File: config.mk
export PLATFORM = sky130hd
export DESIGN_NAME = dmwbc_seq
export DESIGN_NICKNAME = d
export VERILOG_FILES = /design/src/rtl/dmwbc_pkg.sv /design/src/rtl/dmwbc_seq.sv
export SDC_FILE = /design/constraint.sdc
export NUM_CORES = 1
export LEC_CHECK = 0
export ABC_AREA = 1
export BUFFER_PORTS_ARGS = -buffer_cell sky130_fd_sc_hd__buf_2
export CELL_PAD_IN_SITES_DETAIL_PLACEMENT = 0
export CELL_PAD_IN_SITES_GLOBAL_PLACEMENT = 1
export CORE_ASPECT_RATIO = 1.4
export CORE_UTILIZATION = 38
export DETAILED_ROUTE_END_ITERATION = 16
export PLACE_DENSITY = 0.86
export SETUP_SLACK_MARGIN = 0.3
export SYNTH_ARGS = -nofsm -noshare
export SYNTH_HDL_FRONTEND = slang
export SYNTH_SLANG_ARGS = --single-unit
File: constraint.sdc
create_clock -name clk -period 4.1 [get_ports clk]
set_input_delay 0.615 -clock clk [delete_from_list [all_inputs] [get_ports clk]]
set_output_delay 0.615 -clock clk [all_outputs]
set_load 0.02 [all_outputs]
File: src/rtl/dmwbc_pkg.sv
`timescale 1ns / 1ps
// ----------------------------------------------------------------------------
// Cache package
// Default sizes, request codes, sequencer step codes and the microcode table.
// ----------------------------------------------------------------------------
package dmwbc_pkg;

  localparam int INDEX_WIDTH_DEF    = 10;
  localparam int WORDS_PER_LINE_DEF = 4;
  localparam int ADDRESS_WIDTH_DEF  = 16;
  localparam int DATA_W             = 32;

  localparam logic [DATA_W-1:0] UNWRITTEN_MARK = 32'hA000_0000;

  localparam logic ACT_READ  = 1'b0;
  localparam logic ACT_WRITE = 1'b1;

  localparam int STEP_W = 3;
  localparam int JMP_W  = 3;

  localparam logic [STEP_W-1:0] ST_CLEAR = 3'd0;
  localparam logic [STEP_W-1:0] ST_IDLE  = 3'd1;
  localparam logic [STEP_W-1:0] ST_LOOK  = 3'd2;
  localparam logic [STEP_W-1:0] ST_WB    = 3'd3;
  localparam logic [STEP_W-1:0] ST_FILL  = 3'd4;
  localparam logic [STEP_W-1:0] ST_FTAIL = 3'd5;
  localparam logic [STEP_W-1:0] ST_ACC   = 3'd6;
  localparam logic [STEP_W-1:0] ST_DONE  = 3'd7;

  localparam logic [JMP_W-1:0] JMP_NEXT      = 3'd0;
  localparam logic [JMP_W-1:0] JMP_GOTO      = 3'd1;
  localparam logic [JMP_W-1:0] JMP_LOOP_BEAT = 3'd2;
  localparam logic [JMP_W-1:0] JMP_LOOP_CLR  = 3'd3;
  localparam logic [JMP_W-1:0] JMP_WAIT_IN   = 3'd4;
  localparam logic [JMP_W-1:0] JMP_WAIT_OUT  = 3'd5;
  localparam logic [JMP_W-1:0] JMP_DISPATCH  = 3'd6;

  typedef struct packed {
    logic              rd_data;
    logic              rd_back;
    logic              push_wb;
    logic              push_fill;
    logic              clr_wr;
    logic              tag_fill;
    logic              acc;
    logic              take;
    logic              give;
    logic [JMP_W-1:0]  jump;
    logic [STEP_W-1:0] target;
  } ucode_t;

  typedef struct packed {
    logic in_valid;
    logic out_free;
    logic hit;
    logic dirty_victim;
  } seq_stat_t;

  function automatic ucode_t ucode_rom(input logic [STEP_W-1:0] step);
    ucode_t w;
    w = '0;
    unique case (step)
      ST_CLEAR: begin
        w.clr_wr = 1'b1;
        w.jump   = JMP_LOOP_CLR;
        w.target = ST_CLEAR;
      end
      ST_IDLE: begin
        w.take = 1'b1;
        w.jump = JMP_WAIT_IN;
      end
      ST_LOOK: begin
        w.jump = JMP_DISPATCH;
      end
      ST_WB: begin
        w.rd_data = 1'b1;
        w.push_wb = 1'b1;
        w.jump    = JMP_LOOP_BEAT;
        w.target  = ST_WB;
      end
      ST_FILL: begin
        w.rd_back   = 1'b1;
        w.push_fill = 1'b1;
        w.jump      = JMP_LOOP_BEAT;
        w.target    = ST_FILL;
      end
      ST_FTAIL: begin
        w.tag_fill = 1'b1;
        w.jump     = JMP_NEXT;
      end
      ST_ACC: begin
        w.acc  = 1'b1;
        w.jump = JMP_NEXT;
      end
      ST_DONE: begin
        w.give   = 1'b1;
        w.jump   = JMP_WAIT_OUT;
        w.target = ST_IDLE;
      end
    endcase
    return w;
  endfunction

endpackage

File: src/rtl/dmwbc_seq.sv
`timescale 1ns / 1ps
// ----------------------------------------------------------------------------
// Cache microcode sequencer
// Step counter, control word table, word counter and clearing counter.
// ----------------------------------------------------------------------------
module dmwbc_seq import dmwbc_pkg::*; #(
  parameter int WORDS_PER_LINE = WORDS_PER_LINE_DEF,
  parameter int BEAT_W         = 2,
  parameter int CLR_DEPTH      = 16384,
  parameter int CLR_W          = 14
) (
  input  logic              clk,
  input  logic              rst_n,
  input  seq_stat_t         stat,
  output ucode_t            ctrl,
  output logic [BEAT_W-1:0] beat,
  output logic [CLR_W-1:0]  clr
);

  localparam logic [BEAT_W-1:0] BEAT_LAST = BEAT_W'(WORDS_PER_LINE - 1);
  localparam logic [CLR_W-1:0]  CLR_LAST  = CLR_W'(CLR_DEPTH - 1);

  logic [STEP_W-1:0] step_r, step_nxt, step_inc;
  logic [BEAT_W-1:0] beat_r, beat_nxt;
  logic [CLR_W-1:0]  clr_r, clr_nxt;
  logic              beat_last, clr_last;

  assign ctrl      = ucode_rom(step_r);
  assign beat      = beat_r;
  assign clr       = clr_r;
  assign step_inc  = step_r + STEP_W'(1);
  assign beat_last = (beat_r == BEAT_LAST);
  assign clr_last  = (clr_r == CLR_LAST);

  always_comb begin
    unique case (ctrl.jump)
      JMP_NEXT:      step_nxt = step_inc;
      JMP_GOTO:      step_nxt = ctrl.target;
      JMP_LOOP_BEAT: step_nxt = beat_last ? step_inc : ctrl.target;
      JMP_LOOP_CLR:  step_nxt = clr_last ? step_inc : ctrl.target;
      JMP_WAIT_IN:   step_nxt = stat.in_valid ? step_inc : step_r;
      JMP_WAIT_OUT:  step_nxt = stat.out_free ? ctrl.target : step_r;
      JMP_DISPATCH: begin
        priority if (stat.hit) begin
          step_nxt = ST_ACC;
        end else if (stat.dirty_victim) begin
          step_nxt = ST_WB;
        end else begin
          step_nxt = ST_FILL;
        end
      end
      default:       step_nxt = ST_CLEAR;
    endcase
  end

  always_comb begin
    beat_nxt = beat_r;
    if (ctrl.jump == JMP_LOOP_BEAT) begin
      beat_nxt = beat_last ? '0 : beat_r + BEAT_W'(1);
    end
    clr_nxt = clr_r;
    if (ctrl.jump == JMP_LOOP_CLR) begin
      clr_nxt = clr_last ? '0 : clr_r + CLR_W'(1);
    end
  end

  always_ff @(posedge clk) begin
    if (!rst_n) begin
      step_r <= ST_CLEAR;
      beat_r <= '0;
      clr_r  <= '0;
    end else begin
      step_r <= step_nxt;
      beat_r <= beat_nxt;
      clr_r  <= clr_nxt;
    end
  end

endmodule

==> results.json, run 1 <==
{
  "synth_xor_area_share_pct": 1.25,
  "fin_nets": 274,
  "cts_num_sinks": 19,
  "via_count": 1444,
  "rows": 25,
  "drt_iter0_drc": 28,
  "reg2regPathDepth": 11,
  "cp_max_fo": 11,
  "routed_wl_mm": 3.34,
  "worstSetupStartpoint": "step_r[2]$_SDFFE_PN0P_",
  "ant_nets": 0,
  "dp_hpwl_mm": 2.77,
  "multi_input_area_um2": 858,
  "worst_path_max_delay_cell": "dfxtp_1",
  "worstPathCellList": "inv_2 > ha_1 > or2_2 > buf_2",
  "gr-total-overflow": 0,
  "cts_inserted_buffers": 3,
  "synthCells": 222,
  "n_fill_cell": 378,
  "slew_headroom_pct": 69.3,
  "grt_pass1_wl_mm": 5.71,
  "cts-root-buf": "clkbuf_8",
  "synth_cell_types": 28,
  "ir_drop_v": 0.000139,
  "slowest_delay_ns": 0.61,
  "die_width_um": 53.3,
  "final_hold_viol_count": 0,
  "max-cap-violations": 0,
  "finalCritPeriodShare_pct": 57.2,
  "antennaDiodeCount": 0,
  "cts.path.max_buffers": 2,
  "p_total_uw": 344,
  "grt_max_degree": 12,
  "syn_avg_cell_area_um2": 6.31,
  "max_freq_ghz": 0.427,
  "area_growth_pct": 17.2,
  "wl_per_cell_um": 11.2,
  "cts_tree": "yes",
  "setup_tns_ns": 0,
  "highest_layer": "met4",
  "r2r_setup_slack_ns": 1.81,
  "dr.pass1.iters": 4,
  "grt_setup_unrepaired": "false",
  "synth_mux_area_share_pct": 0,
  "drive_above_1_share_pct": 21.7,
  "leakage_uw": 0.000854,
  "setup_viol_count_final": 0,
  "clk_latency_ns": 0.26,
  "coreArea_um2": 3440,
  "place_congestion": 0.858,
  "drcViolationCount": 0,
  "die_height_um": 73.8,
  "synthesis.area_um2": 1400,
  "regArea_um2": 380,
  "synth_simple_gate_area_share_pct": 38.9,
  "synth_compound_area_share_pct": 13.1,
  "clkTransAtPathRegs_ns": 0.08,
  "holdCritPathClass": "flip-flop to flip-flop",
  "syn_nets": 237,
  "slew_viol_final": 0,
  "wl_met2_mm": 1.75,
  "ys_seq_area_share_pct": 27.2,
  "crit_family": "flip-flops",
  "holdWs_ns": 0.502,
  "worst_pin_slew_ns": 0.459,
  "worstPathArrival_ns": 1.73,
  "period_needed_ns": 2.34,
  "yosys_warnings": 0,
  "crit_required_ns": 3.48,
  "fin_worst_skew_ns": 0.00663,
  "r2r-start": "step_r[1]$_SDFFE_PN0P_",
  "cp-end-kind": "primary output",
  "start_util_pct": 40.7,
  "powerDensity_nw_per_um2": 210,
  "viasPerCell": 4.85,
  "cts_setup_buffers": 0,
  "die-area_um2": 3930,
  "ctsResizeCount": 0,
  "ctsHoldBuffers": 0,
  "antenna_found_initial": 0,
  "io_buffers": 36,
  "grtUsageTotal_pct": 19.6,
  "ys_ff_latch": 19,
  "dr_wl_met3_um": 120,
  "htree_levels": 1,
  "synth-adder-area-share_pct": 8.04,
  "io-pin-count": 37,
  "reg2reg_to": "clr[12]$_SDFFE_PN0P_",
  "outcome": "complete, no violations",
  "critPathLaunchType": "flip-flop",
  "path_depth": 4,
  "first_global_vias": 1348,
  "critPathBufInv": 2,
  "worstSetupPathType": "flip-flop to primary output",
  "crit_path_end": "ctrl[0]",
  "synth_top_family_by_area": "simple AND/OR/NAND/NOR gates",
  "wl_met1_mm": 1.41
}
-- how the worst min path moves through the flow --
| stage | from | endpoint | slack, ns | cells after the start |
|---|---|---|---|---|
| finish | beat[1]$_SDFFE_PN0P_ | beat[1]$_SDFFE_PN0P_ | 0.50 | 2 |
| floorplan | step_r[0]$_SDFFE_PN0P_ | step_r[0]$_SDFFE_PN0P_ | 0.53 | 2 |
| CTS | beat[1]$_SDFFE_PN0P_ | beat[1]$_SDFFE_PN0P_ | 0.51 | 2 |
| global route | clr[2]$_SDFFE_PN0P_ | clr[2]$_SDFFE_PN0P_ | 0.54 | 2 |
| global placement | beat[1]$_SDFFE_PN0P_ | beat[1]$_SDFFE_PN0P_ | 0.50 | 2 |
| detailed placement | beat[1]$_SDFFE_PN0P_ | beat[1]$_SDFFE_PN0P_ | 0.50 | 2 |
-- worst reg2reg max path, delay by kind of cell, from the launching register on --
family,cells,cell delay (ns)
simple gates,5,0.70
flops,1,0.53
fa+ha+maj,2,0.51
buf+inv,2,0.26
compound gates,2,0.18
-- through the flow --
stage          cells  setup WS [ns]  instance area (um^2)  util (%)
2_1_floorplan    222           1.95                  1400         -
3_3_place_gp     294           1.92                  1600      46.4
3_5_place_dp     294           1.83                  1600      46.4
4_1_cts          298           1.74                  1640      47.7
5_1_grt          298           1.58                  1640      47.7
6_report         298           1.76                  1640      47.7
-- state kept, by name (all words and copies together) (netlist names) --
register,cells
clr,14
step_r,3
beat,2
-- layer usage --
| metal | vias to the layer above | global-route usage [%] |
|---|---|---|
| met3 | 6 | 1.45 |
| met2 | 38 | 36.9 |
| met5 | - | 0 |
| li1 | 780 | - |
| met1 | 620 | 21.2 |
| met4 | 0 | 8.48 |
-- cells by family after synthesis --
logic type | Yosys count
AO/OA/AOI/OAI | 34
XOR/XNOR | 2
adder cells (fa/ha/maj) | 9
buffers and inverters | 38
flip-flops | 19
AND/OR/NAND/NOR | 120
-- synth_stat cells --
cell,instances,area (um^2)
o21ai_2,1,8.76
a21o_1,1,7.51
buf_4,3,22.5
nor3_1,3,15.0
nand3_1,16,80.1
inv_2,3,11.3
a21oi_1,14,70.1
or2_0,1,6.26
nand2_4,2,22.5
nand4_1,3,18.8
o22ai_1,1,6.26
ha_1,9,113
nor2_2,3,18.8
nor2_1,22,82.6
xor2_1,1,8.76
nor2_4,3,33.8
and3_1,1,6.26
or2_2,2,12.5
o211a_1,1,10.0
nand2_2,3,18.8
o21ai_1,6,30.0
nand2_1,61,229
dfxtp_1,19,380
xnor2_1,1,8.76
inv_1,31,116
o21ai_0,9,45.0
buf_6,1,11.3
a31oi_1,1,6.26
-- area by class of cell --
type,instances,area share [%]
Inverter,34,7.77
Clock buffer,4,2.74
Multi-Input combinational cell,165,52.3
Tap cell,40,3.05
Sequential cell,19,23.2
Timing Repair Buffer,36,11.0
-- cells in the final DEF (no fill, tap or decap) --
cell / netlist / layout
nor2_2: 3 / 3
nor3_1: 3 / 3
o211a_1: 1 / 1
clkbuf_1: 0 / 1
nand2_1: 61 / 61
and3_1: 1 / 1
o21ai_0: 9 / 9
nor2_4: 3 / 3
inv_2: 3 / 3
inv_1: 31 / 31
dfxtp_1: 19 / 19
o21ai_2: 1 / 1
a21oi_1: 14 / 14
clkbuf_8: 0 / 3
nand3_1: 16 / 16
nand4_1: 3 / 3
xor2_1: 1 / 1
xnor2_1: 1 / 1
nand2_2: 3 / 3
or2_2: 2 / 2
or2_0: 1 / 1
ha_1: 9 / 9
nand2_4: 2 / 2
buf_2: 0 / 36
a21o_1: 1 / 1
a31oi_1: 1 / 1
o22ai_1: 1 / 1
nor2_1: 22 / 22
o21ai_1: 6 / 6
-- where the power goes --
group	switching (uW)	internal, uW
sequential	2.64	187
combinational	12.5	7.76
clock	65.3	69.2
total	80.5	264
(Power assumes the default switching activity.)
==> run 2, diff against run 1 <==
--- a/config.mk
+++ b/config.mk
@@ -5,14 +5,14 @@
 export SDC_FILE = /design/constraint.sdc
 export NUM_CORES = 1
 export LEC_CHECK = 0
-export ABC_AREA = 1
+export ABC_AREA = 0
 export BUFFER_PORTS_ARGS = -buffer_cell sky130_fd_sc_hd__buf_2
 export CELL_PAD_IN_SITES_DETAIL_PLACEMENT = 0
 export CELL_PAD_IN_SITES_GLOBAL_PLACEMENT = 1
 export CORE_ASPECT_RATIO = 1.4
-export CORE_UTILIZATION = 38
+export CORE_UTILIZATION = 36
 export DETAILED_ROUTE_END_ITERATION = 16
-export PLACE_DENSITY = 0.86
+export PLACE_DENSITY = 0.78
 export SETUP_SLACK_MARGIN = 0.3
 export SYNTH_ARGS = -nofsm -noshare
 export SYNTH_HDL_FRONTEND = slang
==> constraint.sdc (replaced) <==
create_clock -name clk -period 2.1 [get_ports clk]
set_input_delay 0.315 -clock clk [delete_from_list [all_inputs] [get_ports clk]]
set_output_delay 0.315 -clock clk [all_outputs]
set_load 0.02 [all_outputs]
==> run 2 against run 1 <==
  * Hold slack worse by 0.12 ns
  * Critical endpoint unchanged
  * Synthesized area up 10%
  * Largest cell class unchanged
  * Via count increased by 9.8%
  * The flow now finishes with violations (DRC)
==> results.json, run 2 <==
{
  "max-cap-violations": 0,
  "rows": 27,
  "final_cell_mix": "buf_2 (35), buf_4 (25), nor2_1 (14)",
  "slew_headroom_pct": 63.0,
  "place_congestion": 0.899,
  "switchingPower_uw": 160,
  "gr-total-overflow": 0,
  "outcome": "finished with violations",
  "worstSetupPathType": "flip-flop to primary output",
  "ctsHoldBuffers": 0,
  "antenna_found_initial": 0,
  "p_int_uw": 516,
  "grt_setup_unrepaired": "true",
  "synthCells": 171,
  "yosys.area.top_type": "dfxtp_1",
  "synthTopCellsByCount": "dfxtp_1 (19), nor2_1 (16), xnor2_1 (12)",
  "io_buffers": 36,
  "cp-end-kind": "primary output",
  "ant_nets": 0,
  "slew_viol_final": 0,
  "yosys_warnings": 0,
  "area_growth_pct": 49.0,
  "p_comb_share_pct": 6.8,
  "io-pin-count": 37,
  "r2r-start": "step_r[1]$_SDFFE_PN0P_",
  "drt_iter0_drc": 70,
  "start_util_pct": 38.4,
  "n_fill_cell": 352,
  "powerDensity_nw_per_um2": 294,
  "cp_max_fo": 8,
  "clkTransAtPathRegs_ns": 0.07,
  "min_to": "clr[1]$_SDFFE_PN0P_",
  "synth_edf_count": 0,
  "fin_cells": 276,
  "wl_per_cell_um": 16.7,
  "async_flop_share_pct": 0,
  "htree_levels": 1,
  "ys_seq_area_share_pct": 24.6,
  "first_global_vias": 1472,
  "failed_checks": "DRC",
  "dr.pass1.iters": 13,
  "max_freq_ghz": 0.499,
  "viasPerCell": 5.75,
  "leakage_uw": 0.000935,
  "switching_share_pct": 23.7,
  "synth_ff_type": "dfxtp_1",
  "fin_worst_skew_ns": 0.00298,
  "die-area_um2": 4560,
  "via_count": 1586,
  "synth_top_area_share_pct": 24.6,
  "critPathLaunchType": "flip-flop",
  "drive_above_1_share_pct": 54.5,
  "grt_max_degree": 17,
  "die_height_um": 79.5,
  "r2r_setup_slack_ns": 0.11,
  "pwr-share-seq_pct": 54.3,
  "dp_hpwl_mm": 3.19,
  "final_common_cell": "buf_2",
  "clk_latency_ns": 0.26,
  "cts.path.max_buffers": 2,
  "cts_num_sinks": 19,
  "grt_pass1_wl_mm": 6.91,
  "yosysMostFrequentCell": "dfxtp_1",
  "hold_path_depth": 2,
  "reg2regPathDepth": 10,
  "worstPathArrival_ns": 1.69,
  "worst_pin_slew_ns": 0.553,
  "holdWs_ns": 0.384,
  "reg2reg_to": "step_r[2]$_SDFFE_PN0P_",
  "setup_tns_ns": 0,
  "cts_tree": "yes",
  "synthTopCellsByArea": "dfxtp_1 (25%), ha_1 (7.3%), xnor2_1 (6.8%)",
  "synth_cell_types": 53,
  "ys_ff_latch": 19,
  "period_needed_ns": 2.00,
  "ir_drop_v": 0.000329,
  "drcViolationCount": 4,
  "finalCritPeriodShare_pct": 95.4,
  "synthesis.area_um2": 1540,
  "fin_nets": 249,
  "routed_wl_mm": 4.62,
  "grtUsageTotal_pct": 19.4,
  "final_hold_viol_count": 0,
  "holdCritPathClass": "input port to flip-flop",
  "holdCritStartpoint": "rst_n",
  "crit_required_ns": 1.78,
  "largest_reg_flops": 14,
  "antennaDiodeCount": 0,
  "die_width_um": 57.4,
  "regArea_um2": 402,
  "syn_avg_cell_area_um2": 9.03,
  "cts_inserted_buffers": 3,
  "coreArea_um2": 4020,
  "syn_nets": 186,
  "clkPwrFrac_pct": 38.9,
  "setup_viol_count_final": 0,
  "multi_input_area_um2": 1300,
  "dp.cells": 249,
  "cts-root-buf": "clkbuf_8"
}
==> run 2: timing repair <==
action / 4_1_cts / 5_1_grt
pin swaps: 6 / 13
setup endpoints to repair: 23 / 23
gates resized for setup: 10 / 32
buffers inserted: 12 / 11
hold endpoints to repair: 0 / 0
==> run 2: layout make-up <==
type / count / area share [%]
clock buffers: 4 / 1.96
inverters: 10 / 1.85
multi-input cells: 132 / 56.3
flip-flops and latches: 19 / 17.5
well taps: 43 / 2.34
repair buffers: 68 / 20.1
==> run 2: stage by stage <==
step                area [um^2]  worst slack [ns]  power [uW]  utilization, %
floorplan                  1660             0.278         405               -
global placement           1870            0.0587         422            46.5
detailed placement         1870            0.0747         423            46.5
CTS                        2050             0.153         685            50.9
global route               2300            0.0639         697            57.2
finish                     2300            0.0975         677            57.2
==> run 2: kinds of logic after synthesis <==
kind of cell,synth area share (%)
adder cells (fa/ha/maj),7.29
buffers and inverters,8.02
AO/OA/AOI/OAI,16.0
XOR/XNOR,7.37
flip-flops,24.6
multiplexers,4.62
AND/OR/NAND/NOR,32.0
==> run 2: routing by layer <==
metal	part of all wire, %	routed length, um	vias up	track usage [%]
met1	40	1840	766	20.3
met4	4.7	216	0	12.9
met3	3.5	161	20	2.59
met2	52	2400	53	35.1
met5	0	0	-	0
li1	-	-	747	-
==> run 2: worst max-delay path, stage by stage (launching register included) <==
cell     delay (ns)
dfxtp_4        0.37
buf_4          0.14
ha_4           0.19
ha_4           0.21
or2_2          0.33
buf_2          0.17
==> run 2: power by group through the flow <==
stage          clock network, uW  registers [uW]  logic [uW]
6_report                     263             368        46.0
5_1_grt                      278             368        50.8
4_1_cts                      270             369        45.9
3_5_place_dp                   0             378        44.8
3_3_place_gp                   0             378        44.2
2_1_floorplan                  0             384        22.0
==> run 2: worst max-delay path by stage <==
stage / from / endpoint / depth (start not counted)
2_1_floorplan: step_r[1]$_SDFFE_PN0P_ / step_r[2]$_SDFFE_PN0P_ / 9
3_3_place_gp: step_r[1]$_SDFFE_PN0P_ / step_r[2]$_SDFFE_PN0P_ / 7
3_5_place_dp: step_r[1]$_SDFFE_PN0P_ / step_r[2]$_SDFFE_PN0P_ / 7
4_1_cts: step_r[1]$_SDFFE_PN0P_ / beat[0]$_SDFFE_PN0P_ / 7
5_1_grt: step_r[1]$_SDFFE_PN0P_ / step_r[1]$_SDFFE_PN0P_ / 9
6_report: step_r[1]$_SDFFE_PN0P_ / ctrl[0] / 5
==> run 3, diff against run 2 <==
==> constraint.sdc (replaced) <==
create_clock -name clk -period 1.8 [get_ports clk]
set_input_delay 0.27 -clock clk [delete_from_list [all_inputs] [get_ports clk]]
set_output_delay 0.27 -clock clk [all_outputs]
set_load 0.02 [all_outputs]
==> run 3 against run 2 <==
  * The flow finishes with violations (DRC, setup timing)
  * Utilization up 14 points
  * Largest power group unchanged
  * Sequential share of layout area down 3.2 points
  * Flip-flop and latch count unchanged
  * Clock power up 19%
  * Highest routed layer unchanged
  * Setup slack worse by 0.25 ns
==> results.json, run 3 (synthesized netlist as in run 2, its figures left out) <==
{
  "antenna_found_initial": 0,
  "hold_path_depth": 2,
  "outcome": "finished with violations",
  "start_util_pct": 38.4,
  "ctsHoldBuffers": 0,
  "cts_inserted_buffers": 3,
  "r2r_setup_slack_ns": -0.16,
  "grt_pass1_wl_mm": 8.45,
  "slew_headroom_pct": 78.6,
  "clkTransAtPathRegs_ns": 0.08,
  "worst_path_max_delay_cell": "dfxtp_4",
  "holdCritStartpoint": "rst_n",
  "clk_latency_ns": 0.26,
  "powerDensity_nw_per_um2": 282,
  "fin_cells": 320,
  "p_total_uw": 813,
  "io-pin-count": 37,
  "cts_num_sinks": 19,
  "slew_viol_final": 0,
  "min_to": "clr[1]$_SDFFE_PN0P_",
  "io_buffers": 36,
  "reg2regPathDepth": 8,
  "final_common_cell": "buf_4",
  "die_width_um": 57.4,
  "gr-total-overflow": 0,
  "place_area_um2": 2290,
  "holdCritPathClass": "input port to flip-flop",
  "worst_pin_slew_ns": 0.318,
  "antennaDiodeCount": 0,
  "cp_max_fo": 5,
  "drcViolationCount": 2,
  "grt_setup_unrepaired": "true",
  "setup_tns_ns": -0.978,
  "area_growth_pct": 86.5,
  "drt_iter0_drc": 44,
  "timing.final.ws_setup_ns": -0.157,
  "worstPathCellList": "ha_4 > buf_6 > ha_4 > nor3_2 > a221oi_1 > o311a_1 > a221oi_2 > o21ai_1",
  "worstPathArrival_ns": 2.10,
  "worstSetupStartpoint": "step_r[1]$_SDFFE_PN0P_",
  "ant_nets": 0,
  "largest_reg_flops": 14,
  "coreArea_um2": 4020,
  "fin_nets": 293,
  "critPathLaunchType": "flip-flop",
  "setup_viol_count_final": 20,
  "dr.pass1.iters": 10,
  "drive_above_1_share_pct": 65.3,
  "wl_per_cell_um": 17.3,
  "final_hold_viol_count": 0,
  "grt_max_degree": 15,
  "cts-root-buf": "clkbuf_8",
  "finalCritPeriodShare_pct": 109,
  "cts_tree": "yes",
  "routed_wl_mm": 5.54,
  "ir_drop_v": 0.000245,
  "fin_worst_skew_ns": 0.00291,
  "leakage_uw": 0.00121,
  "cts.path.max_buffers": 2,
  "period_needed_ns": 1.96,
  "dp_hpwl_mm": 3.72,
  "via_count": 1753,
  "max-cap-violations": 0,
  "crit_required_ns": 1.95,
  "final_area_um2": 2880,
  "slowest_delay_ns": 0.39,
  "place_congestion": 0.985,
  "failed_checks": "DRC, setup timing",
  "viasPerCell": 5.48,
  "r2r-start": "step_r[1]$_SDFFE_PN0P_",
  "rows": 27,
  "final_cell_mix": "buf_4 (52), buf_6 (36), buf_2 (21)",
  "htree_levels": 1,
  "grtUsageTotal_pct": 23.7,
  "first_global_vias": 1840,
  "die_height_um": 79.5,
  "cp-end-kind": "flip-flop",
  "critPathMostFrequentCell": "ha_4",
  "dp.cells": 296,
  "max_freq_ghz": 0.511,
  "reg2reg_to": "step_r[0]$_SDFFE_PN0P_",
  "die-area_um2": 4560,
  "worstSetupPathType": "flip-flop to flip-flop",
  "place_ws_ns": -0.168
}
==> run 3: cell count changes in the layout (fill, tap and decap cells not counted), sizes merged <==
cell / delta
buf: +44
clkinv: +1
clkbuf: -1
==> run 3: area by class of cell <==
| class | instances | area, um^2 |
|---|---|---|
| Tap cell | 43 | 53.8 |
| Clock buffer | 3 | 41.3 |
| Fill cell | 271 | 1140 |
| Clock inverter | 1 | 5.00 |
| Timing Repair Buffer | 112 | 961 |
| Sequential cell | 19 | 410 |
| Inverter | 10 | 47.5 |
| Multi-Input combinational cell | 132 | 1360 |
==> run 3: per-stage QoR <==
stage / hold WS, ns / util, %
after floorplan: 0.503 / -
after global placement: 0.516 / 57.1
after detailed placement: 0.524 / 57.1
after CTS: 0.340 / 66.5
after global routing: 0.350 / 71.6
final: 0.343 / 71.6
==> run 3: power breakdown <==
part           leakage (uW)  total [uW]  switching (uW)  internal, uW
combinational       0.00102        77.1            39.4          37.8
sequential         0.000160         424            5.27           418
clock             0.0000255         312             158           154
total               0.00121         813             203           610
==> run 3: worst max-delay path: cells and delay by family, from the launching register on <==
kind | cells | cell delay (ns)
DFF | 1 | 0.39
buffers and inverters | 1 | 0.13
AOI/OAI and AO/OA | 4 | 0.74
adders and majority gates | 2 | 0.36
and+or+nand+nor | 1 | 0.20
==> run 3: repair_timing <==
item,4_1_cts,5_1_grt
endpoints found under the setup margin,34,34
gates resized for setup,68,30
buffers inserted,12,8
pin swaps,8,9
hold endpoints to repair,0,0
==> run 3: how the worst max path moves through the flow <==
stage / endpoint / cells after the start / slack, ns
after floorplan: step_r[2]$_SDFFE_PN0P_ / 9 / -0.03
final: step_r[0]$_SDFFE_PN0P_ / 8 / -0.16
after global routing: step_r[1]$_SDFFE_PN0P_ / 9 / -0.23
after detailed placement: step_r[1]$_SDFFE_PN0P_ / 7 / -0.17
after global placement: step_r[1]$_SDFFE_PN0P_ / 7 / -0.14
after CTS: ctrl[5] / 7 / -0.1
==> run 3: per-layer routing <==
layer / routed length (um) / part of all wire, % / GRT usage, % / vias to the layer above
met1: 2110 / 38 / 24.0 / 844
li1: - / - / - / 841
met3: 137 / 2.5 / 1.46 / 17
met5: 0 / 0 / 0 / -
met2: 3110 / 56 / 46.6 / 51
met4: 185 / 3.3 / 12.9 / 0
